--- src/hw/rtl/bcpe_pkg.sv ---
// ----------------------------------------------------------------------------
// bcpe_pkg: shared types and constants of the boot command packet engine
// Holds command codes, register indexes, LED modes, reply kinds and name ROMs.
// ----------------------------------------------------------------------------
`default_nettype none
package bcpe_pkg;

    // Command codes.
    localparam logic [7:0] CMD_ACTIVATE   = 8'h02;
    localparam logic [7:0] CMD_DEACTIVATE = 8'h03;
    localparam logic [7:0] CMD_VERSION    = 8'h04;
    localparam logic [7:0] CMD_DEV_NAME   = 8'h10;
    localparam logic [7:0] CMD_MOD_NAME   = 8'h11;
    localparam logic [7:0] CMD_BOOT_SIZE  = 8'h20;
    localparam logic [7:0] CMD_FLASH_SIZE = 8'h21;
    localparam logic [7:0] CMD_PAGE_SIZE  = 8'h22;
    localparam logic [7:0] CMD_SET_PAGE   = 8'h30;

    // Commands below this code are allowed while inactive.
    localparam logic [7:0] CMD_OPEN_LIMIT = 8'h03;

    // Register indexes.
    localparam logic [2:0] REG_START_BYTE = 3'd0;
    localparam logic [2:0] REG_ERR_REPLY  = 3'd1;
    localparam logic [2:0] REG_VERSION    = 3'd2;
    localparam logic [2:0] REG_BOOT_TO    = 3'd3;
    localparam logic [2:0] REG_IDLE_TO    = 3'd4;
    localparam logic [2:0] REG_BLINK      = 3'd5;
    localparam logic [2:0] REG_FLASH_ON   = 3'd6;
    localparam logic [2:0] REG_FLASH_OFF  = 3'd7;

    // Header length in bytes: start, command, length high, length low.
    localparam logic [4:0] HDR_LEN = 5'd4;

    typedef enum logic [1:0] {
        LED_BLINK     = 2'd0,
        LED_FLASH_ON  = 2'd1,
        LED_FLASH_OFF = 2'd2
    } t_led_mode;

    typedef enum logic [2:0] {
        RPL_PLAIN = 3'd0,
        RPL_VER   = 3'd1,
        RPL_DEV   = 3'd2,
        RPL_MOD   = 3'd3,
        RPL_SIZE  = 3'd4
    } t_reply;

    typedef struct packed {
        logic [7:0]  start_byte;
        logic [7:0]  err_reply;
        logic [7:0]  version;
        logic [15:0] boot_to;
        logic [15:0] idle_to;
        logic [15:0] blink;
        logic [15:0] flash_on;
        logic [15:0] flash_off;
    } t_cfg;

    // Controller to datapath.
    typedef struct packed {
        logic       step;
        logic       advance;
        logic [4:0] idx;
    } t_dp_cmd;

    // Datapath to controller.
    typedef struct packed {
        logic last;
    } t_dp_sts;

    localparam logic [7:0] DEV_NAME_ROM [16] = '{
        8'h44, 8'h45, 8'h56, 8'h49, 8'h43, 8'h45, 8'h30, 8'h31,
        8'h00, 8'h00, 8'h00, 8'h00, 8'h00, 8'h00, 8'h00, 8'h00
    };
    localparam logic [7:0] MOD_NAME_ROM [16] = '{
        8'h4D, 8'h4F, 8'h44, 8'h55, 8'h4C, 8'h45, 8'h30, 8'h31,
        8'h00, 8'h00, 8'h00, 8'h00, 8'h00, 8'h00, 8'h00, 8'h00
    };

endpackage
`default_nettype wire

--- src/hw/rtl/bcpe_ctrl.sv ---
// ----------------------------------------------------------------------------
// bcpe_ctrl: sequencer of the boot command packet engine
// Takes one input word, then walks the reply words out one at a time.
// ----------------------------------------------------------------------------
`default_nettype none
module bcpe_ctrl (
    input  wire              i_clk,
    input  wire              i_rst_n,
    input  wire              i_valid,
    output logic             o_ready,
    output logic             o_valid,
    input  wire              i_ready,
    input  bcpe_pkg::t_dp_sts i_sts,
    output bcpe_pkg::t_dp_cmd o_cmd
);
    import bcpe_pkg::*;

    typedef enum logic [1:0] {
        ST_IDLE = 2'b01,
        ST_EMIT = 2'b10
    } t_state;

    t_state     r_state, n_state;
    logic [4:0] r_idx, n_idx;

    // Next state and word index.
    always_comb begin
        n_state = r_state;
        n_idx   = r_idx;
        unique case (r_state)
            ST_IDLE: begin
                if (i_valid) begin
                    n_state = ST_EMIT;
                    n_idx   = '0;
                end
            end
            ST_EMIT: begin
                if (i_ready) begin
                    if (i_sts.last) begin
                        n_state = ST_IDLE;
                    end else begin
                        n_idx = r_idx + 5'd1;
                    end
                end
            end
            default: n_state = ST_IDLE;
        endcase
    end

    always_ff @(posedge i_clk) begin
        if (!i_rst_n) begin
            r_state <= ST_IDLE;
            r_idx   <= '0;
        end else begin
            r_state <= n_state;
            r_idx   <= n_idx;
        end
    end

    assign o_ready     = (r_state == ST_IDLE);
    assign o_valid     = (r_state == ST_EMIT);
    assign o_cmd.step  = o_ready && i_valid;
    assign o_cmd.advance = o_valid && i_ready;
    assign o_cmd.idx   = r_idx;

endmodule
`default_nettype wire

--- src/hw/rtl/bcpe_dp.sv ---
// ----------------------------------------------------------------------------
// bcpe_dp: datapath of the boot command packet engine
// Holds framing, LED, timeout and page state and builds the reply words.
// ----------------------------------------------------------------------------
`default_nettype none
module bcpe_dp #(
    parameter int PAGE_BYTES       = 128,
    parameter int FLASH_SIZE_VALUE = 32,
    parameter int BOOT_SIZE_VALUE  = 2048,
    parameter int NAME_MAX         = 16,
    parameter int DEVICE_NAME_LEN  = 8,
    parameter int MODULE_NAME_LEN  = 8
) (
    input  wire               i_clk,
    input  wire               i_rst_n,
    input  bcpe_pkg::t_cfg    i_cfg,
    input  bcpe_pkg::t_dp_cmd i_cmd,
    output bcpe_pkg::t_dp_sts o_sts,
    input  wire               i_func,
    input  wire               i_tick,
    input  wire [7:0]         i_rx_byte,
    output logic              o_resp_valid,
    output logic [7:0]        o_resp_byte,
    output logic              o_resp_last,
    output logic              o_led_on,
    output logic              o_start_app,
    output logic [31:0]       o_page_address
);
    import bcpe_pkg::*;

    // Name lengths clamped to the limit and to the table depth.
    localparam int DEV_CL = (DEVICE_NAME_LEN > NAME_MAX) ? NAME_MAX : DEVICE_NAME_LEN;
    localparam int MOD_CL = (MODULE_NAME_LEN > NAME_MAX) ? NAME_MAX : MODULE_NAME_LEN;
    localparam logic [4:0] DEV_N = 5'((DEV_CL > 16) ? 16 : DEV_CL);
    localparam logic [4:0] MOD_N = 5'((MOD_CL > 16) ? 16 : MOD_CL);
    localparam logic [15:0] BOOT_SZ  = 16'(BOOT_SIZE_VALUE);
    localparam logic [15:0] FLASH_SZ = 16'(FLASH_SIZE_VALUE);
    localparam logic [15:0] PAGE_SZ  = 16'(PAGE_BYTES);

    logic [15:0] r_count, n_count;
    logic [7:0]  r_hdr [3];
    logic [7:0]  n_hdr [3];
    logic [7:0]  r_pay [4];
    logic [7:0]  n_pay [4];
    logic        r_active, n_active;
    t_led_mode   r_mode, n_mode;
    logic        r_level, n_level;
    logic [15:0] r_led_t, n_led_t;
    logic [15:0] r_boot_t, n_boot_t;
    logic [15:0] r_idle_t, n_idle_t;
    logic [31:0] r_page, n_page;
    logic        r_halted, n_halted;
    logic        r_has_tx, n_has_tx;
    logic [4:0]  r_plen, n_plen;
    t_reply      r_kind, n_kind;
    logic [7:0]  r_code, n_code;
    logic [15:0] r_size, n_size;

    logic [16:0] w_target;
    logic        w_stop;
    logic [7:0]  w_cmd;
    logic        w_ok;

    // One poll: tick handling, byte framing and command dispatch.
    always_comb begin
        n_count  = r_count;
        n_hdr    = r_hdr;
        n_pay    = r_pay;
        n_active = r_active;
        n_mode   = r_mode;
        n_level  = r_level;
        n_led_t  = r_led_t;
        n_boot_t = r_boot_t;
        n_idle_t = r_idle_t;
        n_page   = r_page;
        n_halted = r_halted;
        n_has_tx = 1'b0;
        n_plen   = '0;
        n_kind   = RPL_PLAIN;
        n_code   = r_code;
        n_size   = r_size;
        w_stop   = r_halted;
        w_target = '0;
        w_cmd    = '0;
        w_ok     = 1'b0;

        // Timer tick: counters, boot timeout and LED pattern.
        if (!r_halted && i_tick) begin
            n_led_t  = r_led_t + 16'd1;
            n_idle_t = r_idle_t + 16'd1;
            if (r_active) begin
                n_boot_t = '0;
            end else begin
                n_boot_t = r_boot_t + 16'd1;
                if (n_boot_t >= i_cfg.boot_to) begin
                    n_level  = 1'b0;
                    n_halted = 1'b1;
                    w_stop   = 1'b1;
                end
            end
            if (!w_stop) begin
                if (n_mode == LED_BLINK && n_led_t == i_cfg.blink) begin
                    n_led_t = '0;
                    n_level = ~n_level;
                end
                if (n_mode == LED_FLASH_ON && n_led_t == i_cfg.flash_on) begin
                    n_mode  = LED_FLASH_OFF;
                    n_level = 1'b0;
                    n_led_t = '0;
                end
                if (n_mode == LED_FLASH_OFF && n_led_t == i_cfg.flash_off) begin
                    n_mode  = LED_FLASH_ON;
                    n_level = 1'b1;
                    n_led_t = '0;
                end
            end
        end

        // Received byte or idle timeout.
        if (!w_stop) begin
            if (i_func) begin
                if (r_count != 16'd0 || i_rx_byte == i_cfg.start_byte) begin
                    n_idle_t = '0;
                    if (r_count >= 16'd1 && r_count <= 16'd3) begin
                        n_hdr[r_count[1:0] - 2'd1] = i_rx_byte;
                    end else if (r_count >= 16'd4 && r_count <= 16'd7) begin
                        n_pay[r_count[1:0]] = i_rx_byte;
                    end
                    if (r_count != 16'hFFFF) begin
                        n_count = r_count + 16'd1;
                    end
                    w_target = {1'b0, n_hdr[1], n_hdr[2]} + 17'd4;
                    if (n_count >= 16'd4 && {1'b0, n_count} == w_target) begin
                        w_cmd = n_hdr[0];
                        if (w_cmd < CMD_OPEN_LIMIT || r_active) begin
                            w_ok = 1'b1;
                            unique case (w_cmd)
                                CMD_ACTIVATE: begin
                                    n_mode   = LED_FLASH_ON;
                                    n_led_t  = '0;
                                    n_active = 1'b1;
                                end
                                CMD_DEACTIVATE: begin
                                    n_mode   = LED_BLINK;
                                    n_led_t  = '0;
                                    n_active = 1'b0;
                                end
                                CMD_VERSION: begin
                                    n_kind = RPL_VER;
                                    n_plen = 5'd1;
                                end
                                CMD_DEV_NAME: begin
                                    n_kind = RPL_DEV;
                                    n_plen = DEV_N;
                                end
                                CMD_MOD_NAME: begin
                                    n_kind = RPL_MOD;
                                    n_plen = MOD_N;
                                end
                                CMD_BOOT_SIZE: begin
                                    n_kind = RPL_SIZE;
                                    n_plen = 5'd2;
                                    n_size = BOOT_SZ;
                                end
                                CMD_FLASH_SIZE: begin
                                    n_kind = RPL_SIZE;
                                    n_plen = 5'd2;
                                    n_size = FLASH_SZ;
                                end
                                CMD_PAGE_SIZE: begin
                                    n_kind = RPL_SIZE;
                                    n_plen = 5'd2;
                                    n_size = PAGE_SZ;
                                end
                                CMD_SET_PAGE: begin
                                    n_page = {n_pay[0], n_pay[1], n_pay[2], n_pay[3]};
                                end
                                default: w_ok = 1'b0;
                            endcase
                        end
                        if (!w_ok) begin
                            n_plen = '0;
                            n_kind = RPL_PLAIN;
                        end
                        n_code   = w_ok ? ~w_cmd : i_cfg.err_reply;
                        n_has_tx = 1'b1;
                        n_count  = '0;
                        n_idle_t = '0;
                    end
                end
            end else if (n_idle_t >= i_cfg.idle_to) begin
                n_count  = '0;
                n_idle_t = '0;
            end
        end
    end

    // State update, taken when a word is accepted.
    always_ff @(posedge i_clk) begin
        if (!i_rst_n) begin
            r_count  <= '0;
            r_hdr    <= '{default: '0};
            r_pay    <= '{default: '0};
            r_active <= 1'b0;
            r_mode   <= LED_BLINK;
            r_level  <= 1'b1;
            r_led_t  <= '0;
            r_boot_t <= '0;
            r_idle_t <= '0;
            r_page   <= '0;
            r_halted <= 1'b0;
            r_has_tx <= 1'b0;
            r_plen   <= '0;
        end else if (i_cmd.step) begin
            r_count  <= n_count;
            r_hdr    <= n_hdr;
            r_pay    <= n_pay;
            r_active <= n_active;
            r_mode   <= n_mode;
            r_level  <= n_level;
            r_led_t  <= n_led_t;
            r_boot_t <= n_boot_t;
            r_idle_t <= n_idle_t;
            r_page   <= n_page;
            r_halted <= n_halted;
            r_has_tx <= n_has_tx;
            r_plen   <= n_plen;
        end
    end

    // Reply descriptor, payload only.
    always_ff @(posedge i_clk) begin
        if (i_cmd.step) begin
            r_kind <= n_kind;
            r_code <= n_code;
            r_size <= n_size;
        end
    end

    // Reply word selected by the controller's index.
    logic [4:0] w_p;
    logic [7:0] w_byte;
    always_comb begin
        w_p    = i_cmd.idx - HDR_LEN;
        w_byte = '0;
        if (i_cmd.idx == 5'd0) begin
            w_byte = i_cfg.start_byte;
        end else if (i_cmd.idx == 5'd1) begin
            w_byte = r_code;
        end else if (i_cmd.idx == 5'd2) begin
            w_byte = '0;
        end else if (i_cmd.idx == 5'd3) begin
            w_byte = {3'b000, r_plen};
        end else begin
            unique case (r_kind)
                RPL_VER:  w_byte = i_cfg.version;
                RPL_DEV:  w_byte = DEV_NAME_ROM[w_p[3:0]];
                RPL_MOD:  w_byte = MOD_NAME_ROM[w_p[3:0]];
                RPL_SIZE: w_byte = (w_p == 5'd0) ? r_size[15:8] : r_size[7:0];
                default:  w_byte = '0;
            endcase
        end
    end

    assign o_sts.last     = !r_has_tx || (i_cmd.idx == r_plen + HDR_LEN - 5'd1);
    assign o_resp_valid   = r_has_tx;
    assign o_resp_byte    = r_has_tx ? w_byte : 8'h00;
    assign o_resp_last    = o_sts.last;
    assign o_led_on       = r_level;
    assign o_start_app    = r_halted;
    assign o_page_address = r_page;

endmodule
`default_nettype wire

--- src/hw/rtl/boot_command_packet_engine.sv ---
// ----------------------------------------------------------------------------
// boot_command_packet_engine: serial boot monitor packet engine
// Frames host packets, dispatches commands and sends reply words.
// ----------------------------------------------------------------------------
//  Channel   Signals                      Moves
//  input     i_valid / o_ready            one poll word (func, tick, rx_byte)
//  output    o_valid / i_ready            one reply or status word
//  config    psel/penable/pwrite/paddr    register writes and reads
//
//  A poll word is taken while o_ready is high; its replies then leave at one
//  word per cycle while i_ready is high, 1 to 20 words per poll word.
//  The reply sequencer holds o_ready low until the last word is taken.
//  Reset is synchronous and active low; no clearing pass is needed.
// ----------------------------------------------------------------------------
`default_nettype none
module boot_command_packet_engine #(
    parameter int PAGE_BYTES       = 128,
    parameter int FLASH_SIZE_VALUE = 32,
    parameter int BOOT_SIZE_VALUE  = 2048,
    parameter int NAME_MAX         = 16,
    parameter int DEVICE_NAME_LEN  = 8,
    parameter int MODULE_NAME_LEN  = 8
) (
    input  wire         i_clk,
    input  wire         i_rst_n,
    input  wire         psel,
    input  wire         penable,
    input  wire         pwrite,
    input  wire  [4:0]  paddr,
    input  wire  [31:0] pwdata,
    output logic [31:0] prdata,
    output logic        pready,
    input  wire         i_valid,
    output logic        o_ready,
    input  wire         i_func,
    input  wire         i_tick,
    input  wire  [7:0]  i_rx_byte,
    output logic        o_valid,
    input  wire         i_ready,
    output logic        o_resp_valid,
    output logic [7:0]  o_resp_byte,
    output logic        o_resp_last,
    output logic        o_led_on,
    output logic        o_start_app,
    output logic [31:0] o_page_address
);
    import bcpe_pkg::*;

    t_cfg    r_cfg;
    t_dp_cmd w_cmd;
    t_dp_sts w_sts;
    logic [2:0] w_ridx;

    assign pready = 1'b1;
    assign w_ridx = paddr[4:2];

    // Configuration registers.
    always_ff @(posedge i_clk) begin
        if (!i_rst_n) begin
            r_cfg.start_byte <= 8'd0;
            r_cfg.err_reply  <= 8'd0;
            r_cfg.version    <= 8'd1;
            r_cfg.boot_to    <= 16'hFFFF;
            r_cfg.idle_to    <= 16'hFFFF;
            r_cfg.blink      <= 16'hFFFF;
            r_cfg.flash_on   <= 16'hFFFF;
            r_cfg.flash_off  <= 16'hFFFF;
        end else if (psel && penable && pwrite) begin
            unique case (w_ridx)
                REG_START_BYTE: r_cfg.start_byte <= pwdata[7:0];
                REG_ERR_REPLY:  r_cfg.err_reply  <= pwdata[7:0];
                REG_VERSION:    r_cfg.version    <= pwdata[7:0];
                REG_BOOT_TO:    r_cfg.boot_to    <= pwdata[15:0];
                REG_IDLE_TO:    r_cfg.idle_to    <= pwdata[15:0];
                REG_BLINK:      r_cfg.blink      <= pwdata[15:0];
                REG_FLASH_ON:   r_cfg.flash_on   <= pwdata[15:0];
                REG_FLASH_OFF:  r_cfg.flash_off  <= pwdata[15:0];
                default:        r_cfg.start_byte <= r_cfg.start_byte;
            endcase
        end
    end

    // Register read back.
    always_comb begin
        unique case (w_ridx)
            REG_START_BYTE: prdata = {24'd0, r_cfg.start_byte};
            REG_ERR_REPLY:  prdata = {24'd0, r_cfg.err_reply};
            REG_VERSION:    prdata = {24'd0, r_cfg.version};
            REG_BOOT_TO:    prdata = {16'd0, r_cfg.boot_to};
            REG_IDLE_TO:    prdata = {16'd0, r_cfg.idle_to};
            REG_BLINK:      prdata = {16'd0, r_cfg.blink};
            REG_FLASH_ON:   prdata = {16'd0, r_cfg.flash_on};
            REG_FLASH_OFF:  prdata = {16'd0, r_cfg.flash_off};
            default:        prdata = '0;
        endcase
    end

    // Controller.
    bcpe_ctrl u_ctrl (
        .i_clk   (i_clk),
        .i_rst_n (i_rst_n),
        .i_valid (i_valid),
        .o_ready (o_ready),
        .o_valid (o_valid),
        .i_ready (i_ready),
        .i_sts   (w_sts),
        .o_cmd   (w_cmd)
    );

    // Datapath.
    bcpe_dp #(
        .PAGE_BYTES       (PAGE_BYTES),
        .FLASH_SIZE_VALUE (FLASH_SIZE_VALUE),
        .BOOT_SIZE_VALUE  (BOOT_SIZE_VALUE),
        .NAME_MAX         (NAME_MAX),
        .DEVICE_NAME_LEN  (DEVICE_NAME_LEN),
        .MODULE_NAME_LEN  (MODULE_NAME_LEN)
    ) u_dp (
        .i_clk          (i_clk),
        .i_rst_n        (i_rst_n),
        .i_cfg          (r_cfg),
        .i_cmd          (w_cmd),
        .o_sts          (w_sts),
        .i_func         (i_func),
        .i_tick         (i_tick),
        .i_rx_byte      (i_rx_byte),
        .o_resp_valid   (o_resp_valid),
        .o_resp_byte    (o_resp_byte),
        .o_resp_last    (o_resp_last),
        .o_led_on       (o_led_on),
        .o_start_app    (o_start_app),
        .o_page_address (o_page_address)
    );

endmodule
`default_nettype wire

--- config.mk ---
export PLATFORM = sky130hd
export DESIGN_NAME = boot_command_packet_engine
export DESIGN_NICKNAME = d
export VERILOG_FILES = /design/src/hw/rtl/bcpe_pkg.sv /design/src/hw/rtl/bcpe_ctrl.sv /design/src/hw/rtl/bcpe_dp.sv /design/src/hw/rtl/boot_command_packet_engine.sv
export SDC_FILE = /design/constraint.sdc
export NUM_CORES = 1
export LEC_CHECK = 0
export ABC_AREA = 1
export BUFFER_PORTS_ARGS = -buffer_cell sky130_fd_sc_hd__buf_4
export CORE_MARGIN = 4
export CORE_UTILIZATION = 61
export CTS_CLUSTER_SIZE = 10
export DETAILED_ROUTE_END_ITERATION = 8
export PLACE_DENSITY = 0.9
export SLEW_MARGIN = 20
export SYNTH_ARGS = -nofsm -noshare
export SYNTH_HDL_FRONTEND = slang
export SYNTH_SLANG_ARGS = --single-unit
--- constraint.sdc ---
create_clock -name i_clk -period 5.9 [get_ports i_clk]
set_clock_uncertainty 0.2 [all_clocks]
set_input_delay 1.475 -clock i_clk [delete_from_list [all_inputs] [get_ports i_clk]]
set_output_delay 1.475 -clock i_clk [all_outputs]
set_load 0.1 [all_outputs]
**Word-level counts from Yosys, hierarchy flattened**

Memories as Yosys holds them, arrays and structs flattened.
Cells that the tools add are included.

- Output and inout bits: 79
- Word-level logic and storage cells: 259
- Memories kept: 2
- Register bits: 301
- ROM bits: 256

- Reductions and logical operators: 48
- Equality and inequality tests: 39
- Order comparisons: 13
- Bitwise logic cells: 11
- Multiplexer cells: 105
- Add/subtract/negate cells: 10

Memory list:

| name | depth | bits a word | read ports | clocked after memory_dff | write ports | line | RTL |
|---|---|---|---|---|---|---|---|
| (name not given) | 16 | 8 | 1 | 0 | 0 | bcpe_dp.sv:257 | `RPL_DEV: w_byte = DEV_NAME_ROM[w_p[3:0]];` |
| (name not given) | 16 | 8 | 1 | 0 | 0 | bcpe_dp.sv:258 | `RPL_MOD: w_byte = MOD_NAME_ROM[w_p[3:0]];` |

Operator list:

| kind | count |
|---|---|
| $mux 16 | 29 |
| $pmux 32 s8 | 1 |
| $mux 8 | 13 |
| $mux 24 | 4 |
| $add 16x1->16 const B | 4 |
| $mux 32 | 2 |
| $eq 16x16->1 | 3 |
| $pmux 16 s3 | 1 |
| $mux 5 | 9 |
| $bwmux 32 | 1 |
| $demux 8 s2 | 2 |
| $eq 8x6->1 const B | 4 |
| $ge 16x16->1 | 2 |
| $ge 16x3->1 const B | 2 |
| $pmux 8 s4 | 1 |
| $mux 2 | 14 |
| $bwmux 24 | 1 |
| $mux 1 | 21 |
| $reduce_and 7->1 | 3 |
| $reduce_and 2->1 | 9 |
| $add 16x3->17 const B | 1 |
| $eq 16x17->1 | 1 |
| $eq 8x2->1 const B | 2 |
| $eq 8x5->1 const B | 2 |
| 50 further kinds | 94 |

**Logic depth before layout (Yosys ltp)**

- Depth in word-level cells: 24
- Gate-level depth with buffers: 33
- Gate-level depth less buffers: 31

**Hierarchy**

A second synthesis with hierarchy kept.

- Cells, all modules: 2,767
- Area, all modules: 17,745.8 µm²

By module, submodules not included:

| module | area each (µm²) | sequential area each (µm²) | cells each | instances |
|---|---|---|---|---|
| bcpe_dp | 12,495.7 | 3,643.5 | 1,997 | 1 |
| boot_command_packet_engine | 4,824.6 | 2,082.0 | 698 | 1 |
| bcpe_ctrl | 425.4 | 140.1 | 72 | 1 |

**Least setup slack after synthesis**

No wires, ideal clock.

- Path type: input to output
- Start: input paddr[4]
- End: output prdata[14]
- Path buffers: 0
- Arrival: 4.173 ns
- Data required time: 4.225 ns
- Setup slack: 0.052 ns
- Stages: 4
- Path through: inv_1 nor3_1 inv_1 o21ai_0

- Longest elaborated chain between the ends: 2

Ends and longest elaborated chain:

| what | line | RTL |
|---|---|---|
| from (decl) | boot_command_packet_engine.sv:29 | `input wire [4:0] paddr,` |
| $eq 3x3->1, or another cell as far along | boot_command_packet_engine.sv:85 | `unique case (w_ridx)` |
| $pmux 32 s8 (*) | boot_command_packet_engine.sv:85 |  |
| to (decl) | boot_command_packet_engine.sv:31 | `output logic [31:0] prdata,` |

Mark *: on every way between the ends. The rest lies on a longest branch, timed or not. The select of a mux whose other input is x is not followed.

**Worst setup path after layout**

- Start: register u_dp.r_count[0]
- End: register u_dp.r_page[5], in the netlist u_dp.o_page_address[5]

- Longest elaborated chain between the ends: 15

Ends and longest elaborated chain:

| what | line | RTL |
|---|---|---|
| from (decl) | bcpe_dp.sv:40 | `logic [15:0] r_count, n_count;` |
| from (signal assigned) | bcpe_dp.sv:215 | `r_count <= n_count;` |
| $sub 2x1->2 | bcpe_dp.sv:125 | `n_hdr[r_count[1:0] - 2'd1] = i_rx_byte;` |
| $not 2->3 (implied by the code) | bcpe_dp.sv:125 |  |
| $ge 3x3->1 (implied by the code) / $lt 3x1->1 (equally long branches) | bcpe_dp.sv:125 |  |
| $logic_and 1x1->1 (implied by the code) | bcpe_dp.sv:125 |  |
| $mux 8 (implied by the code) | bcpe_dp.sv:125 |  |
| $demux 8 s2 | bcpe_dp.sv:125 |  |
| $bwmux 24 | bcpe_dp.sv:125 |  |
| $mux 24 | bcpe_dp.sv:124 | `if (r_count >= 16'd1 && r_count <= 16'd3) begin` |
| $mux 24 | bcpe_dp.sv:122 | `if (r_count != 16'd0 \|\| i_rx_byte == i_cfg.start_byte) begin` |
| $mux 24 | bcpe_dp.sv:121 | `if (i_func) begin` |
| $mux 24 | bcpe_dp.sv:120 | `if (!w_stop) begin` |
| $add 16x3->17 | bcpe_dp.sv:132 | `w_target = {1'b0, n_hdr[1], n_hdr[2]} + 17'd4;` |
| $eq 16x17->1 | bcpe_dp.sv:133 | `if (n_count >= 16'd4 && {1'b0, n_count} == w_target) begin` |
| $logic_and 1x1->1 | bcpe_dp.sv:133 |  |
| $reduce_and 7->1 (no line) | -- |  |
| to (signal assigned) | bcpe_dp.sv:224 | `r_page <= n_page;` |
| to (decl) | bcpe_dp.sv:51 | `logic [31:0] r_page, n_page;` |

Several ways; a longest one is shown, not always the timed one. The select of a mux whose other input is x is not followed.
A chain may end at the register's enable or synchronous reset.

==> flow_metrics.py <==
metrics = {
    "final_layout": {
        "antennaDiodeCount": 0,
        "area_growth_pct": 10.84,
        "drive_above_1_share_pct": 8.461,
        "fin_util_pct": 69.33,
        "nNetsFinal": 2704,
        "fin_cells": 2984,
        "fillCellCount": 2190,
        "final_cell_area_um2": 18840,
    },
    "floorplan": {
        "core_area_um2": 27180,
        "die_area_um2": 30600,
        "die_h_um": 174.9,
        "rows": 60,
        "pin_count": 133,
        "die_w_um": 174.9,
        "initial_utilization_pct": 62.55,
    },
    "logic_synthesis": {
        "synth_xor_area_share_pct": 3.702,
        "synth_compound_area_share_pct": 18.65,
        "synthArstFlopShare_pct": 0,
        "yosysMostFrequentCell": "nand2_1",
        "synth_cells": 2549,
        "synth_seq_area_share_pct": 34.51,
        "syn_area_um2": 17000,
        "yosys.area.top_type": "dfxtp_1",
        "synthTopCellsByCount": "nand2_1 (657), inv_1 (321), dfxtp_1 (272)",
        "synthAdderAreaFrac_pct": 3.754,
        "synth_seq_cells": 286,
        "netlist.area_leader.share_pct": 32.03,
        "synth_warnings": 0,
        "synth_cell_type_count": 66,
        "synth_mux_area_share_pct": 0.05888,
        "yosys-top-cells-area": "dfxtp_1 (32%), nand2_1 (15%), inv_1 (7.1%), a21oi_1 (6.1%), o21ai_0 (6.0%)",
        "syn_area_per_cell_um2": 6.669,
        "synth_edf_count": 14,
        "synthFlopType": "dfxtp_1",
        "synth_top_family_by_area": "simple AND/OR/NAND/NOR gates",
        "synthSimpleGateAreaFrac_pct": 28.26,
    },
    "setup_path": {
        "startpoint_type": "register",
        "required_ns": 6.12,
        "cp_max_fo": 36,
        "crit_type": "reg -> reg",
        "cp-end-kind": "register",
        "cp.arrival_ns": 5.54,
        "reg2reg_slack_ns": 0.58,
    },
    "clock_network": {
        "cts_tree": "built",
        "cts_setup_buffers": 0,
        "cts.clk_slew.worst_paths_ns": 0.05,
        "root_buffer": "clkbuf_16",
        "clock_latency_ns": 0.52,
        "post_cts_resized": 0,
        "htreeDepth": 2,
        "max-clock-path-buffers": 3,
        "hold_buffers": 0,
        "clock_sinks": 286,
        "numCtsBuffers": 35,
    },
    "placement": {
        "routabilityCongestion": 0.9640,
        "dp_hpwl_um": 37490,
        "portBuffers": 97,
        "pre_cts_ws_ns": 0.5299,
        "place_area_um2": 17820,
        "dp_cells": 2934,
    },
    "worst_hold_path": {
        "worstHoldPathType": "reg -> reg",
    },
    "sta": {
        "period_minus_slack_ns": 5.320,
        "fmax_mhz": 188.0,
        "setup_viol": 0,
        "relSlewSlack_pct": 29.80,
        "finalMaxSlewViolations": 0,
        "tightest_slew_ns": 1.049,
        "setup_ws_ns": 0.5803,
        "hold_violations": 0,
        "holdWs_ns": 0.2426,
        "setup_tns_ns": 0,
        "rsz0062_at_grt": "no",
        "layout_worst_path_cycle_share_pct": 90.16,
    },
    "power_and_ir_drop": {
        "p_sw_mw": 1.337,
        "power_mw": 4.624,
        "power_frac_clock_pct": 42.1,
        "swShare_pct": 28.92,
        "cellInternalPower_mw": 3.287,
        "seqPwrFrac_pct": 43.6,
        "p_comb_share_pct": 14.3,
        "power_leakage_nw": 8.649,
        "peakVddDrop_mv": 0.1878,
        "p_per_area_nw_per_um2": 245.4,
    },
    "flow_run": {
        "max-cap-violations": 0,
    },
    "global_routing": {
        "grt_pass1_wl_um": 82310,
        "grt_max_degree": 102,
        "gr-total-overflow": 0,
        "antenna_found_initial": 1,
        "grt_pass1_vias": 16370,
        "grt_use_total_pct": 32.38,
    },
    "detailed_routing": {
        "drt_iter0_drc": 2404,
        "num_vias": 17730,
        "post-route-drc-count": 0,
        "drt-total-wl_um": 51900,
        "drtAntennaViolNets": 0,
        "viasPerCell": 5.943,
        "first_pass_iters": 7,
        "wl_per_cell_um": 17.39,
    },
    "run_status": {
        "status": "finished, final reports clean",
    },
}
flip-flops by register name, indices dropped and copies added (netlist names):
name	cells
u_dp.r_plen	3
u_dp.r_boot_t	16
u_dp.r_hdr	24
u_dp.r_kind	3
u_dp.r_count	16
u_dp.o_start_app	1
u_dp.r_size	3
u_dp.r_active	1
u_dp.o_page_address	32
u_dp.r_mode	2
u_dp.r_idle_t	16
u_ctrl.r_idx	5
u_dp.r_code	8
u_dp.r_led_t	16
u_ctrl.r_state	2
u_dp.o_led_on	1
u_dp.o_resp_valid	1
r_cfg	104
u_dp.r_pay	32
cell usage in the layout, fill, tap and decap left out, types with 10 or more instances in the layout:
cell	count
o2111ai_1	10
nor3_1	33
nor2_2	16
a22oi_1	25
nand4_1	35
nand2_2	10
o22ai_1	15
conb_1	17
nor2_1	177
buf_4	116
a21oi_1	206
nand3_1	151
inv_1	319
o21ai_0	205
nand3b_1	15
ha_1	51
inv_2	12
a221oi_1	11
o21ai_1	13
nand2_1	657
o211ai_1	22
dfxtp_1	272
a31oi_1	10
clkbuf_16	37
xnor2_1	10
xor2_1	52
edfxtp_1	14
routing by layer:
| layer | global-route usage, % | vias to the layer above | wire [µm] |
|---|---|---|---|
| met4 | 9.951 | 2 | 1700 |
| met3 | 7.248 | 167 | 6324 |
| met5 | 0 | - | 13 |
| met2 | 52.19 | 1038 | 23300 |
| met1 | 43.64 | 8115 | 20560 |
| li1 | - | 8411 | - |
critical path: stages (launching register included):
cell	delay [ns]
dfxtp_1	0.38
inv_1	0.12
ha_1	0.24
nor3b_2	0.18
a21oi_2	0.54
nand2_2	0.28
a22oi_1	0.33
inv_1	0.12
ha_1	0.30
xor2_1	0.17
nor3_1	0.18
nand2_1	0.08
nor2_1	0.09
nand3_1	0.08
nor2_1	0.14
nand3_1	0.09
nor2_1	0.11
nand3_1	0.12
nor2_2	0.21
nand3_2	0.53
buf_4	0.42
nand2_1	0.07
nand2_1	0.06
a21oi_1	0.18
logic make-up (layout without fill, tap and decap cells):
logic type,Yosys count,count (layout)
adders and majority gates,51,51
DFF,286,286
and+or+nand+nor,1125,1125
AOI/OAI and AO/OA,558,558
buffers and inverters,460,508
xor gates and xnor gates,66,66
other,2,17
muxes,1,1
cell type report:
| cell class | instances | area (µm²) | area share, % |
|---|---|---|---|
| clock buffer | 49 | 1001 | 5.312 |
| clock inverter | 1 | 5.005 | 0.02656 |
| inverter | 340 | 1276 | 6.773 |
| multi-input combinational | 1818 | 9326 | 49.50 |
| sequential | 286 | 5866 | 31.13 |
| tap | 372 | 465.4 | 2.470 |
| timing repair buffer | 118 | 902.1 | 4.788 |
power by group through the flow:
stage               registers, mW  clock network, mW  logic (mW)
floorplan                    2.05                  0       0.465
global placement             2.05                  0       0.623
detailed placement           2.05                  0       0.635
CTS                          2.01               1.96       0.640
global route                 2.02               2.04       0.701
finish                       2.02               1.95       0.661
path summary, 6_finish.rpt:
check	startpoint	to	depth (start not counted)
worst max-delay path	u_dp.r_count[0]	u_dp.o_page_address[5]	23
worst min-delay path	u_dp.o_page_address[20]	u_dp.o_page_address[20]	2
worst max register to register	u_dp.r_count[0]	u_dp.o_page_address[5]	23
worst min register to register	u_dp.o_page_address[20]	u_dp.o_page_address[20]	2
No activity file was read; power rests on OpenSTA's default activity.
